==> config.mk <==
export PLATFORM = sky130hd
export DESIGN_NAME = zrkmc_scan
export DESIGN_NICKNAME = d
export VERILOG_FILES = /design/src/hdl/zrkmc_pkg.sv /design/src/hdl/zrkmc_scan.sv
export SDC_FILE = /design/constraint.sdc
export NUM_CORES = 1
export LEC_CHECK = 0
export ABC_CLOCK_PERIOD_IN_PS = 17900
export BUFFER_PORTS_ARGS = -buffer_cell sky130_fd_sc_hd__buf_2
export CAP_MARGIN = 20
export CORE_ASPECT_RATIO = 1.25
export CORE_MARGIN = 5
export CORE_UTILIZATION = 66
export DETAILED_ROUTE_END_ITERATION = 10
export GPL_ROUTABILITY_DRIVEN = 1
export PLACE_DENSITY = 0.87
export SLEW_MARGIN = 15
export SYNTH_ARGS = -nofsm -noshare
export SYNTH_HDL_FRONTEND = slang
export SYNTH_SLANG_ARGS = --single-unit
==> constraint.sdc <==
create_clock -name clk -period 17.9 [get_ports clk]
set_input_delay 0 -clock clk [delete_from_list [all_inputs] [get_ports clk]]
set_output_delay 0 -clock clk [all_outputs]
set_load 0.02 [all_outputs]
==> src/hdl/zrkmc_pkg.sv <==
// ----------------------------------------------------------------------------
// zrkmc_pkg
// Shared types and constants for the zero-range kinetic Monte Carlo event
// step: transaction structs, command and outcome codes, cell control group.
// ----------------------------------------------------------------------------
package zrkmc_pkg;

  localparam int NUM_BINS_DEF = 64;
  localparam int IDX_W_DEF    = $clog2(NUM_BINS_DEF);

  localparam int CMD_W    = 2;
  localparam int BIN_W    = 6;
  localparam int OCC_W    = 16;
  localparam int RATE_W   = 32;
  localparam int SQ_W     = 2 * OCC_W;
  localparam int TOTAL_W  = 38;
  localparam int OUTC_W   = 3;

  localparam logic [OCC_W-1:0] OCC_MAX = '1;

  localparam logic [CMD_W-1:0] CMD_WRITE = 2'd0;
  localparam logic [CMD_W-1:0] CMD_READ  = 2'd1;
  localparam logic [CMD_W-1:0] CMD_EVENT = 2'd2;

  localparam logic [OUTC_W-1:0] OUT_NONE   = 3'd0;
  localparam logic [OUTC_W-1:0] OUT_HOP    = 3'd1;
  localparam logic [OUTC_W-1:0] OUT_EXIT_L = 3'd2;
  localparam logic [OUTC_W-1:0] OUT_EXIT_R = 3'd3;
  localparam logic [OUTC_W-1:0] OUT_INJ_L  = 3'd4;
  localparam logic [OUTC_W-1:0] OUT_INJ_R  = 3'd5;
  localparam logic [OUTC_W-1:0] OUT_REJECT = 3'd6;
  localparam logic [OUTC_W-1:0] OUT_ZERO   = 3'd7;

  typedef struct packed {
    logic [CMD_W-1:0]  cmd;
    logic [BIN_W-1:0]  bin;
    logic [OCC_W-1:0]  value;
    logic [RATE_W-1:0] rand_rate;
    logic              rand_dir;
  } in_item_t;

  typedef struct packed {
    logic [TOTAL_W-1:0] total_rate;
    logic [BIN_W-1:0]   chosen_bin;
    logic               went_right;
    logic [OUTC_W-1:0]  outcome;
    logic [OCC_W-1:0]   read_value;
  } res_item_t;

  typedef struct packed {
    logic             shift;
    logic             load;
    logic             dec;
    logic             inc;
    logic [OCC_W-1:0] load_val;
  } cell_ctl_t;

  typedef struct packed {
    logic [OCC_W-1:0] left;
    logic [OCC_W-1:0] cur;
    logic [OCC_W-1:0] right;
  } hop_vals_t;

endpackage

==> src/hdl/zrkmc_scan.sv <==
// ----------------------------------------------------------------------------
// zrkmc_scan
// Selection pipeline at the ring head: square each passing occupancy,
// accumulate, and mark the first bin whose cumulative rate reaches the
// threshold, keeping the occupancies of it and its two neighbours.
// ----------------------------------------------------------------------------
module zrkmc_scan import zrkmc_pkg::*; #(
  parameter int NUM_BINS = NUM_BINS_DEF,
  parameter int IDX_W    = $clog2(NUM_BINS),
  parameter int SUM_W    = SQ_W + $clog2(NUM_BINS)
) (
  input  logic             clk,
  input  logic             rst,
  input  logic             clear,
  input  logic             tap_valid,
  input  logic [OCC_W-1:0] tap_val,
  input  logic [IDX_W-1:0] tap_idx,
  input  logic [SUM_W-1:0] thresh,
  input  logic             rem,
  output logic [IDX_W-1:0] sel,
  output hop_vals_t        vals
);

  localparam logic [IDX_W-1:0] IDX_LAST = IDX_W'(NUM_BINS - 1);

  logic             val1, val2, found, just_found;
  logic [OCC_W-1:0] v1, v2, prev_v;
  logic [IDX_W-1:0] i1, i2;
  logic [SQ_W-1:0]  sq2;
  logic [SUM_W-1:0] cum, cum_next;
  logic             not_below, hit;

  assign cum_next  = cum + SUM_W'(sq2);
  assign not_below = (cum_next > thresh) || ((cum_next == thresh) && !rem);
  assign hit       = val2 && !found && not_below;

  always_ff @(posedge clk) begin
    if (rst) begin
      val1       <= 1'b0;
      val2       <= 1'b0;
      found      <= 1'b0;
      just_found <= 1'b0;
    end else begin
      val1 <= tap_valid;
      val2 <= val1;
      if (clear) begin
        found      <= 1'b0;
        just_found <= 1'b0;
      end else begin
        just_found <= hit;
        if (hit) begin
          found <= 1'b1;
        end
      end
    end
  end

  always_ff @(posedge clk) begin
    v1  <= tap_val;
    i1  <= tap_idx;
    v2  <= v1;
    i2  <= i1;
    sq2 <= SQ_W'(v1) * SQ_W'(v1);
    if (clear) begin
      cum <= '0;
      sel <= IDX_LAST;
    end else if (val2) begin
      cum    <= cum_next;
      prev_v <= v2;
      if (hit) begin
        sel       <= i2;
        vals.cur  <= v2;
        vals.left <= prev_v;
      end
      if (just_found) begin
        vals.right <= v2;
      end
    end
  end

endmodule

==> results.json <==
{
  "start_util": 0.666,
  "antenna_found_initial": 0,
  "setup.worst_path.class": "flip-flop to flip-flop",
  "cts_made_buffers": 17,
  "hold_path.class": "primary input to flip-flop",
  "finalPower_mw": 3.01,
  "drc": 0,
  "clk_pin_slew_ps": 70,
  "firstDrtPassIters": 5,
  "dp_hpwl_mm": 26.3,
  "end_kind": "flip-flop",
  "finalClockSkew_ps": 9.30,
  "grt_usage": 0.273,
  "fin_nets": 2067,
  "antennaDiodeCount": 0,
  "htreeDepth": 4,
  "ys.flop_type": "dfxtp_1",
  "ys_warn_count": 0,
  "fmax_mhz": 149,
  "arrival_ps": 7090,
  "hold_viol": 0,
  "status": "complete, no violations",
  "die_area_sq_um": 26100,
  "cp-start-kind": "flip-flop",
  "leakage_nw": 8.53,
  "ir_drop_v": 0.000204,
  "die_w_um": 146,
  "grt_pass1_wl_mm": 58.1,
  "cts_buffer_depth": 2,
  "die_y_um": 180,
  "endpoint": "sq2[28]",
  "cts.sinks": 186,
  "placementRows": 62,
  "vias": 11300,
  "drive_gt1_frac": 0.102,
  "maxSlewViolCount": 0,
  "cp_data_required_time_ps": 18280,
  "root_buffer": "clkbuf_16",
  "reg2reg_depth": 21,
  "timing.rr.start": "v1[12]",
  "finalCriticalPeriod_ps": 6700,
  "first_iter_violations": 915,
  "final_common_cell": "inv_1",
  "grt_overflow_total": 0,
  "rsz0062_at_grt": "no",
  "drv_cap": 0,
  "wl_per_cell_um": 17.6,
  "worst-path-max-fanout": 12,
  "io_pins": 119,
  "netlist-cell-type-count": 70,
  "min_period_over_period": 0.375,
  "core_area_sq_um": 22800,
  "grt_pass1_vias": 12000,
  "syn_to_final_growth_pct": 10.6,
  "final_antenna_net_count": 0,
  "final_cell_mix": "inv_1, ha_1, fa_1",
  "cts_tree": "yes",
  "syn_nets": 1945,
  "relSlewSlack": 0.286,
  "routed_via_density": 5.73,
  "setup-tns-final_ps": 0,
  "finalSetupViolCount": 0,
  "worst_pin_slew_ps": 1070,
  "gp_congestion": 0.953,
  "clock_latency_ps": 450,
  "seq_area_frac_synth": 0.288,
  "drt-total-wl_mm": 34.7,
  "ctsResizeCount": 0,
  "power_density_nw_per_um2": 179,
  "avgSynthCellArea_sq_um": 9.81,
  "crit_path_start": "v1[12]",
  "netlist_instances": 1547,
  "portBuffers": 118,
  "synth_area_sq_um": 15200,
  "synthArstFlopShare": 0,
  "r2r_setup_slack_ps": 11200,
  "grt_max_degree": 52,
  "synth-seq-cells": 186,
  "reg2reg_to": "sq2[28]",
  "synth_edf_count": 64
}
[per-layer routing]
layer | GRT usage | vias up | wire (um)
li1 | - | 5272 | -
met3 | 0.0481 | 116 | 1970
met5 | 0 | - | 0
met2 | 0.492 | 442 | 18200
met1 | 0.312 | 5453 | 12800
met4 | 0.133 | 0 | 1700
[state kept, by name, indices dropped and copies added, names as in the netlist, 6 cells and up]
| name | cells |
|---|---|
| i2 | 6 |
| i1 | 6 |
| sel | 6 |
| prev_v | 16 |
| v1 | 16 |
| v2 | 15 |
| sq2 | 31 |
| vals | 48 |
| cum | 38 |
[per-stage QoR]
step           area [sq um]  std cells  worst slack [ps]  hold slack [ps]   util
2_1_floorplan         15200       1547             11900             27.7      -
4_1_cts               16800       1970             11310              176  0.736
3_3_place_gp          16000       1914             11580              103  0.701
6_report              16800       1970             11200              186  0.736
3_5_place_dp          16000       1914             11360              104  0.701
5_1_grt               16800       1970             10870              185  0.736
[worst max-delay path, stage by stage, from the launching register on]
cell      delay [ps]
dfxtp_1          650
inv_1            280
nor2_1           240
ha_1             290
xor2_1           190
fa_1             560
inv_1             60
fa_1             540
fa_1             450
fa_1             550
inv_1             60
fa_1             540
inv_1             50
ha_1             340
a21oi_1          210
nand2_1           60
or2_2            290
o211ai_1         390
o311ai_0         280
a31o_2           300
a21oi_1          170
xnor2_1          130
[repair_timing]
item                      CTS  global route
hold buffers               24             0
buffers inserted            0             0
hold endpoints to repair   26             0
[cell families (layout without fill, tap and decap cells)]
| kind of cell | count (synthesis) | count (layout) | synth area share |
|---|---|---|---|
| AND/OR/NAND/NOR | 357 | 357 | 0.113 |
| buffers and inverters | 350 | 485 | 0.0866 |
| adder cells (fa/ha/maj) | 333 | 333 | 0.355 |
| AO/OA/AOI/OAI | 218 | 218 | 0.0968 |
| flip-flops | 186 | 186 | 0.288 |
| XOR/XNOR | 74 | 74 | 0.0427 |
| multiplexers | 29 | 29 | 0.0192 |
[power by group]
group | switching, mW | internal [mW] | leakage, nW
Combinational | 1.21 | 0.896 | 6.69
Sequential | 0.0320 | 0.512 | 1.59
Clock | 0.171 | 0.193 | 0.257
[synthesized netlist by cell type, drive strengths merged, types with 13 or more instances]
cell type / number / area share
fa: 162 / 0.21
nor2: 89 / 0.022
nand3: 22 / 0.0073
a21oi: 64 / 0.021
o21ai: 40 / 0.013
nand2: 119 / 0.029
mux2i: 28 / 0.018
and3: 13 / 0.0054
inv: 307 / 0.076
a21o: 43 / 0.021
xnor2: 48 / 0.028
ha: 171 / 0.14
nand4: 17 / 0.0070
dfxtp: 122 / 0.16
xor2: 26 / 0.015
nor3: 13 / 0.0043
edfxtp: 64 / 0.13
clkbuf: 38 / 0.0094
and2: 38 / 0.016
[cell type report]
class	count	area, sq um
multi-input combinational	1011	9500
fill	1552	6020
sequential	186	4360
inverter	308	1160
timing repair buffer	145	853
clock buffer	19	433
tap	288	360
clock inverter	13	119
[how the worst min path moves through the flow]
stage	start	endpoint	slack, ps	depth (start not counted)
after global routing	tap_val[6]	v1[6]	180	2
final	tap_val[9]	v1[9]	190	2
after CTS	tap_val[0]	v1[0]	180	2
after floorplan	tap_idx[0]	i1[0]	30	0
after global placement	tap_idx[1]	i1[1]	100	1
after detailed placement	tap_val[0]	v1[0]	100	1
(Power assumes the default switching activity.)
