**config.mk**
```make
export PLATFORM = sky130hd
export DESIGN_NAME = zrkmc_cell
export DESIGN_NICKNAME = d
export VERILOG_FILES = /design/src/hdl/zrkmc_pkg.sv /design/src/hdl/zrkmc_cell.sv
export SDC_FILE = /design/constraint.sdc
export NUM_CORES = 1
export LEC_CHECK = 0
export BUFFER_PORTS_ARGS = -buffer_cell sky130_fd_sc_hd__buf_4
export CORE_AREA = 2 2 67 69
export CTS_CLUSTER_DIAMETER = 200
export DETAILED_ROUTE_END_ITERATION = 7
export DIE_AREA = 0 0 69 71
export PLACE_DENSITY = 0.75
export REMOVE_ABC_BUFFERS = 1
export SLEW_MARGIN = 25
export SYNTH_ARGS = -nofsm -noshare
export SYNTH_HDL_FRONTEND = slang
export SYNTH_SLANG_ARGS = --single-unit
export TNS_END_PERCENT = 100
```
**constraint.sdc**
```tcl
create_clock -name clk -period 3.85 [get_ports clk]
set_clock_uncertainty 0.1 [all_clocks]
set_input_delay 0.77 -clock clk [delete_from_list [all_inputs] [get_ports clk]]
set_output_delay 0.77 -clock clk [all_outputs]
set_load 0.01 [all_outputs]
```
**src/hdl/zrkmc_pkg.sv**
```systemverilog
// ----------------------------------------------------------------------------
// zrkmc_pkg
// Shared types and constants for the zero-range kinetic Monte Carlo event
// step: transaction structs, command and outcome codes, cell control group.
// ----------------------------------------------------------------------------
package zrkmc_pkg;

  localparam int NUM_BINS_DEF = 64;
  localparam int IDX_W_DEF    = $clog2(NUM_BINS_DEF);

  localparam int CMD_W    = 2;
  localparam int BIN_W    = 6;
  localparam int OCC_W    = 16;
  localparam int RATE_W   = 32;
  localparam int SQ_W     = 2 * OCC_W;
  localparam int TOTAL_W  = 38;
  localparam int OUTC_W   = 3;

  localparam logic [OCC_W-1:0] OCC_MAX = '1;

  localparam logic [CMD_W-1:0] CMD_WRITE = 2'd0;
  localparam logic [CMD_W-1:0] CMD_READ  = 2'd1;
  localparam logic [CMD_W-1:0] CMD_EVENT = 2'd2;

  localparam logic [OUTC_W-1:0] OUT_NONE   = 3'd0;
  localparam logic [OUTC_W-1:0] OUT_HOP    = 3'd1;
  localparam logic [OUTC_W-1:0] OUT_EXIT_L = 3'd2;
  localparam logic [OUTC_W-1:0] OUT_EXIT_R = 3'd3;
  localparam logic [OUTC_W-1:0] OUT_INJ_L  = 3'd4;
  localparam logic [OUTC_W-1:0] OUT_INJ_R  = 3'd5;
  localparam logic [OUTC_W-1:0] OUT_REJECT = 3'd6;
  localparam logic [OUTC_W-1:0] OUT_ZERO   = 3'd7;

  typedef struct packed {
    logic [CMD_W-1:0]  cmd;
    logic [BIN_W-1:0]  bin;
    logic [OCC_W-1:0]  value;
    logic [RATE_W-1:0] rand_rate;
    logic              rand_dir;
  } in_item_t;

  typedef struct packed {
    logic [TOTAL_W-1:0] total_rate;
    logic [BIN_W-1:0]   chosen_bin;
    logic               went_right;
    logic [OUTC_W-1:0]  outcome;
    logic [OCC_W-1:0]   read_value;
  } res_item_t;

  typedef struct packed {
    logic             shift;
    logic             load;
    logic             dec;
    logic             inc;
    logic [OCC_W-1:0] load_val;
  } cell_ctl_t;

  typedef struct packed {
    logic [OCC_W-1:0] left;
    logic [OCC_W-1:0] cur;
    logic [OCC_W-1:0] right;
  } hop_vals_t;

endpackage

```
**src/hdl/zrkmc_cell.sv**
```systemverilog
// ----------------------------------------------------------------------------
// zrkmc_cell
// One bin of the occupancy ring: shifts to its neighbour during a scan,
// otherwise loads, decrements or increments (saturating) when addressed.
// ----------------------------------------------------------------------------
module zrkmc_cell import zrkmc_pkg::*; #(
  parameter int IDX_W = IDX_W_DEF,
  parameter int POS   = 0
) (
  input  logic             clk,
  input  logic             rst,
  input  cell_ctl_t        ctl,
  input  logic [IDX_W-1:0] load_idx,
  input  logic [IDX_W-1:0] dec_idx,
  input  logic [IDX_W-1:0] inc_idx,
  input  logic [OCC_W-1:0] nbr,
  output logic [OCC_W-1:0] occ
);

  localparam logic [IDX_W-1:0] MY_IDX = IDX_W'(POS);

  logic hit_load, hit_dec, hit_inc;

  assign hit_load = ctl.load && (load_idx == MY_IDX);
  assign hit_dec  = ctl.dec  && (dec_idx  == MY_IDX) && (occ != '0);
  assign hit_inc  = ctl.inc  && (inc_idx  == MY_IDX) && (occ != OCC_MAX);

  always_ff @(posedge clk) begin
    if (rst) begin
      occ <= '0;
    end else if (ctl.shift) begin
      occ <= nbr;
    end else if (hit_load) begin
      occ <= ctl.load_val;
    end else if (hit_dec) begin
      occ <= occ - OCC_W'(1);
    end else if (hit_inc) begin
      occ <= occ + OCC_W'(1);
    end
  end

endmodule

```
==> metrics.txt, run 1 <==
status completed; std cell rows 24; DIE AREA 4900 sq um; required time of the critical path 3960 ps; clock root buffer clkbuf_8; Post-Layout Inst Area 2580 sq um; Clock Tree Buf Depth 2; most frequent cells in the layout buf_4, nand2_1, a21oi_1, nor2_1, dfxtp_1; Seq cells post-synth 16; core area 4200 sq um; final slew viol count 0; clock-pin slew on the worst setup and hold paths 80 ps; Hold Buf Count CTS 0; Overflow after GRT 0; Initial DRC Count 145; Final Setup Violations 0; PD cells 207 nW/um^2; Initial DRT Pass Iterations 4; Die Y 71 microns; Final Hold Vio Count 0; Max Cap Violations 0; total number of vias 2136; clk_lat worst skew 260 ps; largest net degree at the start of global routing 36; share of layout cells above drive strength 1 34.8%; Post-DRT Antenna Nets 0; first-pass GRT wire length 9030 microns; crit share post-route 95.2%; setup TNS 0 ps; Leak Pwr 1.22 nW; post-synthesis async set-or-reset flop share 0%; Max VDD drop 0.124 mV; ant diodes 0; Fmax 273 MHz; cell area after placement 2510 sq um; register with the most flip-flops occ; DRC errors left 0; Largest register FFs 16; Die W 69 microns; Layout Nets 397; kind of critical path in -> reg; TritonCTS Buffers 3; Final min period 3670 ps; Syn Area/Cell 7.52 sq um; post-CTS setup repair buffer count 0; unrepaired setup endpoints after global routing false; dpl hpwl 4240 microns; all-layer global routing usage 22.2%; Worst Tran Pin Value 582 ps; final wirelength 5620 microns; Syn Inst Count 236; Post-synth EDFFs 0; Warnings, synthesis 0; CTS tree built; DR WL/cell 14.9 microns; Worst slew margin 61.0%; initial antenna violation count 0; type of origin of the critical path input port; Post-Syn Area 1770 sq um; Via-to-Cell Ratio 5.67; CP Data Arrival Time 3780 ps; Initial Utilization 42.2%; main flop type after synthesis dfxtp_1; clk sinks 16; Crit. End Element flip-flop; vias in the first global route 1909; I/O Buffers 71; Area Growth Syn to Fin 45.3%; sequential area share after synthesis 18.1%; Ports 72; RePlAce Congestion 0.879; Synth cell types 57; Hold/Removal Path Class reg -> reg; critical path fanouts, max 8; Regs by FF count occ (16); commonest non-fill, non-tap cell in the layout buf_4; Filler Cell Count 394; CTS H-tree depth 1; Setup WS pre-CTS -163 ps; Final Worst Setup Slack 185 ps
==> power by group <==
group | internal [W] | switching, W
logic | 0.0000973 | 0.0000754
clock network | 0.0000912 | 0.0000764
registers | 0.000176 | 0.0000182
total | 0.000365 | 0.000170
==> cells in the mapped netlist, drive strengths merged (3+ instances only) <==
cell type	number	area, sq um
or4b	3	33.8
o31ai	3	27.5
o211ai	5	37.5
xnor2	6	52.6
clkbuf	7	26.3
nand2	25	93.8
xor2	4	35.0
and2	3	18.8
nand2b	7	43.8
nor4	7	58.8
o21ai	8	40.0
a211oi	4	30.0
a31oi	3	18.8
ha	14	175
a21o	6	45.0
a221oi	7	61.3
dfxtp	16	320
inv	9	33.8
buf	4	27.5
nor3	5	25.0
nand3	3	15.0
nor2	22	82.6
o21bai	3	22.5
mux2i	4	40.0
a21oi	25	125
nand4	6	37.5
==> final timing paths <==
kind                       startpoint              endpoint  slack (ps)  depth (start not counted)
setup / recovery           dec_idx[1]  occ[15]$_SDFFE_PP0P_         180                         14
hold reg to reg   occ[4]$_SDFFE_PP0P_   occ[4]$_SDFFE_PP0P_         430                          2
hold / removal    occ[4]$_SDFFE_PP0P_   occ[4]$_SDFFE_PP0P_         430                          2
setup reg to reg  occ[3]$_SDFFE_PP0P_  occ[12]$_SDFFE_PP0P_         640                         13
==> worst max-delay path, stage by stage <==
cell      delay, ps
buf_4           110
or4b_1          530
nor4_2          170
buf_4           160
nand2_1          70
inv_2           120
buf_4           180
ha_1            260
a21oi_1         200
o21ai_0         140
a221o_1         370
a21o_1          190
a221oi_1        300
o311a_1         210
==> metrics by stage <==
stage,instances,power [W],hold slack [ps],utilization (%)
global route,377,0.000568,471,61.3
floorplan,225,0.000269,409,-
CTS,377,0.000535,437,60.9
finish,377,0.000535,434,61.3
global placement,373,0.000366,414,59.6
detailed placement,373,0.000369,423,59.6
==> logic make-up after synthesis <==
kind of cell / Yosys count / share of synthesized area (%)
AO/OA/AOI/OAI: 83 / 32.4
AND/OR/NAND/NOR: 88 / 26.4
XOR/XNOR: 10 / 4.94
flip-flops: 16 / 18.1
multiplexers: 4 / 2.26
buffers and inverters: 20 / 4.94
adder cells (fa/ha/maj): 15 / 11.0
==> layer usage <==
layer	GRT usage [%]	wire, microns	up-vias	share of wire [%]
met4	4.79	67	0	1.2
met1	31.2	2530	960	45
met2	36.1	2590	85	46
met5	0	0	-	0
li1	-	-	1083	-
met3	3.28	424	8	7.6
==> cell type report <==
| class | instances | area, sq um | share of cell area [%] |
|---|---|---|---|
| Clock buffer | 4 | 55.1 | 2.14 |
| Inverter | 9 | 33.8 | 1.31 |
| Multi-Input combinational cell | 200 | 1380 | 53.6 |
| Sequential cell | 16 | 320 | 12.4 |
| Tap cell | 52 | 65.1 | 2.52 |
| Timing Repair Buffer | 96 | 721 | 28.0 |
==> timing repair <==
| item | 4_1_cts | 5_1_grt |
|---|---|---|
| endpoints found under the setup margin | 0 | 3 |
| endpoints found under the hold margin | 0 | 0 |
| resized for setup | 0 | 7 |
No activity file was read; power rests on OpenSTA's default activity.
==> run 2: changes to the inputs <==
--- a/config.mk
+++ b/config.mk
@@ -5,12 +5,12 @@
 export SDC_FILE = /design/constraint.sdc
 export NUM_CORES = 1
 export LEC_CHECK = 0
-export BUFFER_PORTS_ARGS = -buffer_cell sky130_fd_sc_hd__buf_4
-export CORE_AREA = 2 2 67 69
+export CORE_AREA = 2 2 63 65
 export CTS_CLUSTER_DIAMETER = 200
 export DETAILED_ROUTE_END_ITERATION = 7
-export DIE_AREA = 0 0 69 71
-export PLACE_DENSITY = 0.75
+export DIE_AREA = 0 0 65 67
+export DONT_BUFFER_PORTS = 1
+export PLACE_DENSITY = 0.66
 export REMOVE_ABC_BUFFERS = 1
 export SLEW_MARGIN = 25
 export SYNTH_ARGS = -nofsm -noshare
==> metrics.txt, run 2 (synthesis results as in run 1) <==
Initial Utilization 49.2% (was 42.2%); Final Worst Setup Slack 218 ps (was 185 ps); Area Growth Syn to Fin 9.38% (was 45.3%); setup TNS 0 ps (unchanged); total number of vias 1870 (was 2136); clock root buffer clkbuf_8 (unchanged); CP Buf/Inv Count 1 (was 4); DR WL/cell 17.4 microns (was 14.9 microns); Worst Tran Pin Value 583 ps (was 582 ps); critical path fanouts, max 7 (was 8); CTS tree built (unchanged); Fmax 275 MHz (was 273 MHz); Final Setup Violations 0 (unchanged); most frequent CP cell a221oi_1 (was buf_4); Die Y 67 microns (was 71 microns); dpl hpwl 3880 microns (was 4240 microns); std cell rows 22 (was 24); CP Data Arrival Time 3680 ps (was 3780 ps); RePlAce Congestion 0.925 (was 0.879); Overflow after GRT 0 (unchanged); Initial DRC Count 100 (was 145); Initial DRT Pass Iterations 5 (was 4); largest net degree at the start of global routing 36 (unchanged); crit share post-route 94.3% (was 95.2%); unrepaired setup endpoints after global routing false (unchanged); clk_lat worst skew 250 ps (was 260 ps); ant diodes 0 (unchanged); type of origin of the critical path input port (unchanged); clock-pin slew on the worst setup and hold paths 70 ps (was 80 ps); Largest register FFs 16 (unchanged); DIE AREA 4360 sq um (was 4900 sq um); final wirelength 5050 microns (was 5620 microns); DRC errors left 0 (unchanged); TritonCTS Buffers 3 (unchanged); Crit. End Element flip-flop (unchanged); vias in the first global route 1740 (was 1909); share of layout cells above drive strength 1 11.2% (was 34.8%); register with the most flip-flops occ (unchanged); Filler Cell Count 379 (was 394); required time of the critical path 3890 ps (was 3960 ps); kind of critical path in -> reg (unchanged); Regs by FF count occ (16) (unchanged); Layout Nets 314 (was 397); fin cells 290 (was 377); Via-to-Cell Ratio 6.45 (was 5.67); Final Hold Vio Count 0 (unchanged); PD cells 232 nW/um^2 (was 207 nW/um^2); clk sinks 16 (unchanged); core area 3610 sq um (was 4200 sq um); Setup WS pre-CTS -99.7 ps (was -163 ps); dpl cells 286 (was 373); most frequent cells in the layout nand2_1, a21oi_1, nor2_1, dfxtp_1, ha_1 (was buf_4, nand2_1, a21oi_1, nor2_1, dfxtp_1); slowest stage cell on the critical path or4b_1 (unchanged); Worst slew margin 61.0% (about the same); Clock Tree Buf Depth 2 (unchanged); cell chain of the critical path or4b_1 -> nor4_2 -> nand2_1 -> inv_1 -> ha_1 -> a21o_1 -> a221oi_1 -> o21ai_0 -> a2111oi_1 -> a221oi_1 -> o311a_1 (was buf_4 -> or4b_1 -> nor4_2 -> buf_4 -> nand2_1 -> inv_2 -> buf_4 -> ha_1 -> a21oi_1 -> o21ai_0 -> a221o_1 -> a21o_1 -> a221oi_1 -> o311a_1); Max Cap Violations 0 (unchanged); status completed (unchanged); Max VDD drop 0.219 mV (was 0.124 mV); Worst path max stage delay 520 ps (was 530 ps); Die W 65 microns (was 69 microns); first-pass GRT wire length 8220 microns (was 9030 microns); Ports 72 (unchanged); Leak Pwr 0.811 nW (was 1.22 nW); Final min period 3630 ps (was 3670 ps); CP top delay family compound AO/OA/AOI/OAI gates (unchanged); Core Util, Final 53.8% (was 61.3%); Hold/Removal Path Class reg -> reg (unchanged); post-CTS setup repair buffer count 0 (unchanged); all-layer global routing usage 24.2% (was 22.2%); CTS H-tree depth 1 (unchanged); I/O Buffers 0 (was 71); Post-DRT Antenna Nets 0 (unchanged); initial antenna violation count 0 (unchanged); final slew viol count 0 (unchanged)
[run 2: routing by layer]
layer / part of all wire, % / GRT usage (%) / vias to the layer above / wire length (microns)
li1: - / - / 921 / -
met3: 8.4 / 5.24 / 4 / 425
met1: 47 / 32.7 / 848 / 2350
met5: 0 / 0 / - / 0
met2: 44 / 39.3 / 97 / 2230
met4: 0.91 / 5.05 / 0 / 46
[run 2: through the flow]
stage | hold WS, ps | power [W] | cell area, sq um
2_1_floorplan | 409 | 0.000269 | 1720
3_3_place_gp | 456 | 0.000296 | 1880
3_5_place_dp | 460 | 0.000297 | 1880
4_1_cts | 470 | 0.000452 | 1930
5_1_grt | 467 | 0.000475 | 1940
6_report | 464 | 0.000451 | 1940
[run 2: repair_timing]
item	in CTS	in global routing
hold endpoints to repair	0	0
setup endpoints to repair	0	2
hold buffers	0	0
gates resized for setup	0	2
[run 2: final cells by class]
class                      count  area (sq um)  area share [%]
clock buffer                   4          55.1            2.84
inverter                       9          33.8            1.74
multi-input combinational    200          1370            70.8
sequential                    16           320            16.5
tap                           48          60.1            3.09
timing repair buffer          13          97.6            5.03
[run 2: worst paths after layout]
kind | from | endpoint | slack (ps) | cells past startpoint
max | dec_idx[1] | occ[15]$_SDFFE_PP0P_ | 220 | 11
min | occ[3]$_SDFFE_PP0P_ | occ[3]$_SDFFE_PP0P_ | 460 | 2
max reg2reg | occ[10]$_SDFFE_PP0P_ | occ[14]$_SDFFE_PP0P_ | 510 | 12
min reg2reg | occ[3]$_SDFFE_PP0P_ | occ[3]$_SDFFE_PP0P_ | 460 | 2
[run 2: worst register-to-register path, cell delays in order (launching register included)]
cell and delay, ps:
dfxtp_1 390, nor4_1 400, nand4_1 160, nand2_1 110, inv_1 140, buf_4 180, fa_1 400, a21o_1 230
a31o_2 260, a41oi_1 320, o31ai_1 150, xnor2_1 160, a221oi_1 230
[run 2: report_power, final]
| part | leakage, nW | total [W] | internal (W) | switching, W |
|---|---|---|---|---|
| clock network | 0.0288 | 0.000156 | 0.0000909 | 0.0000652 |
| logic | 0.651 | 0.0000937 | 0.0000459 | 0.0000477 |
| registers | 0.132 | 0.000201 | 0.000176 | 0.0000245 |
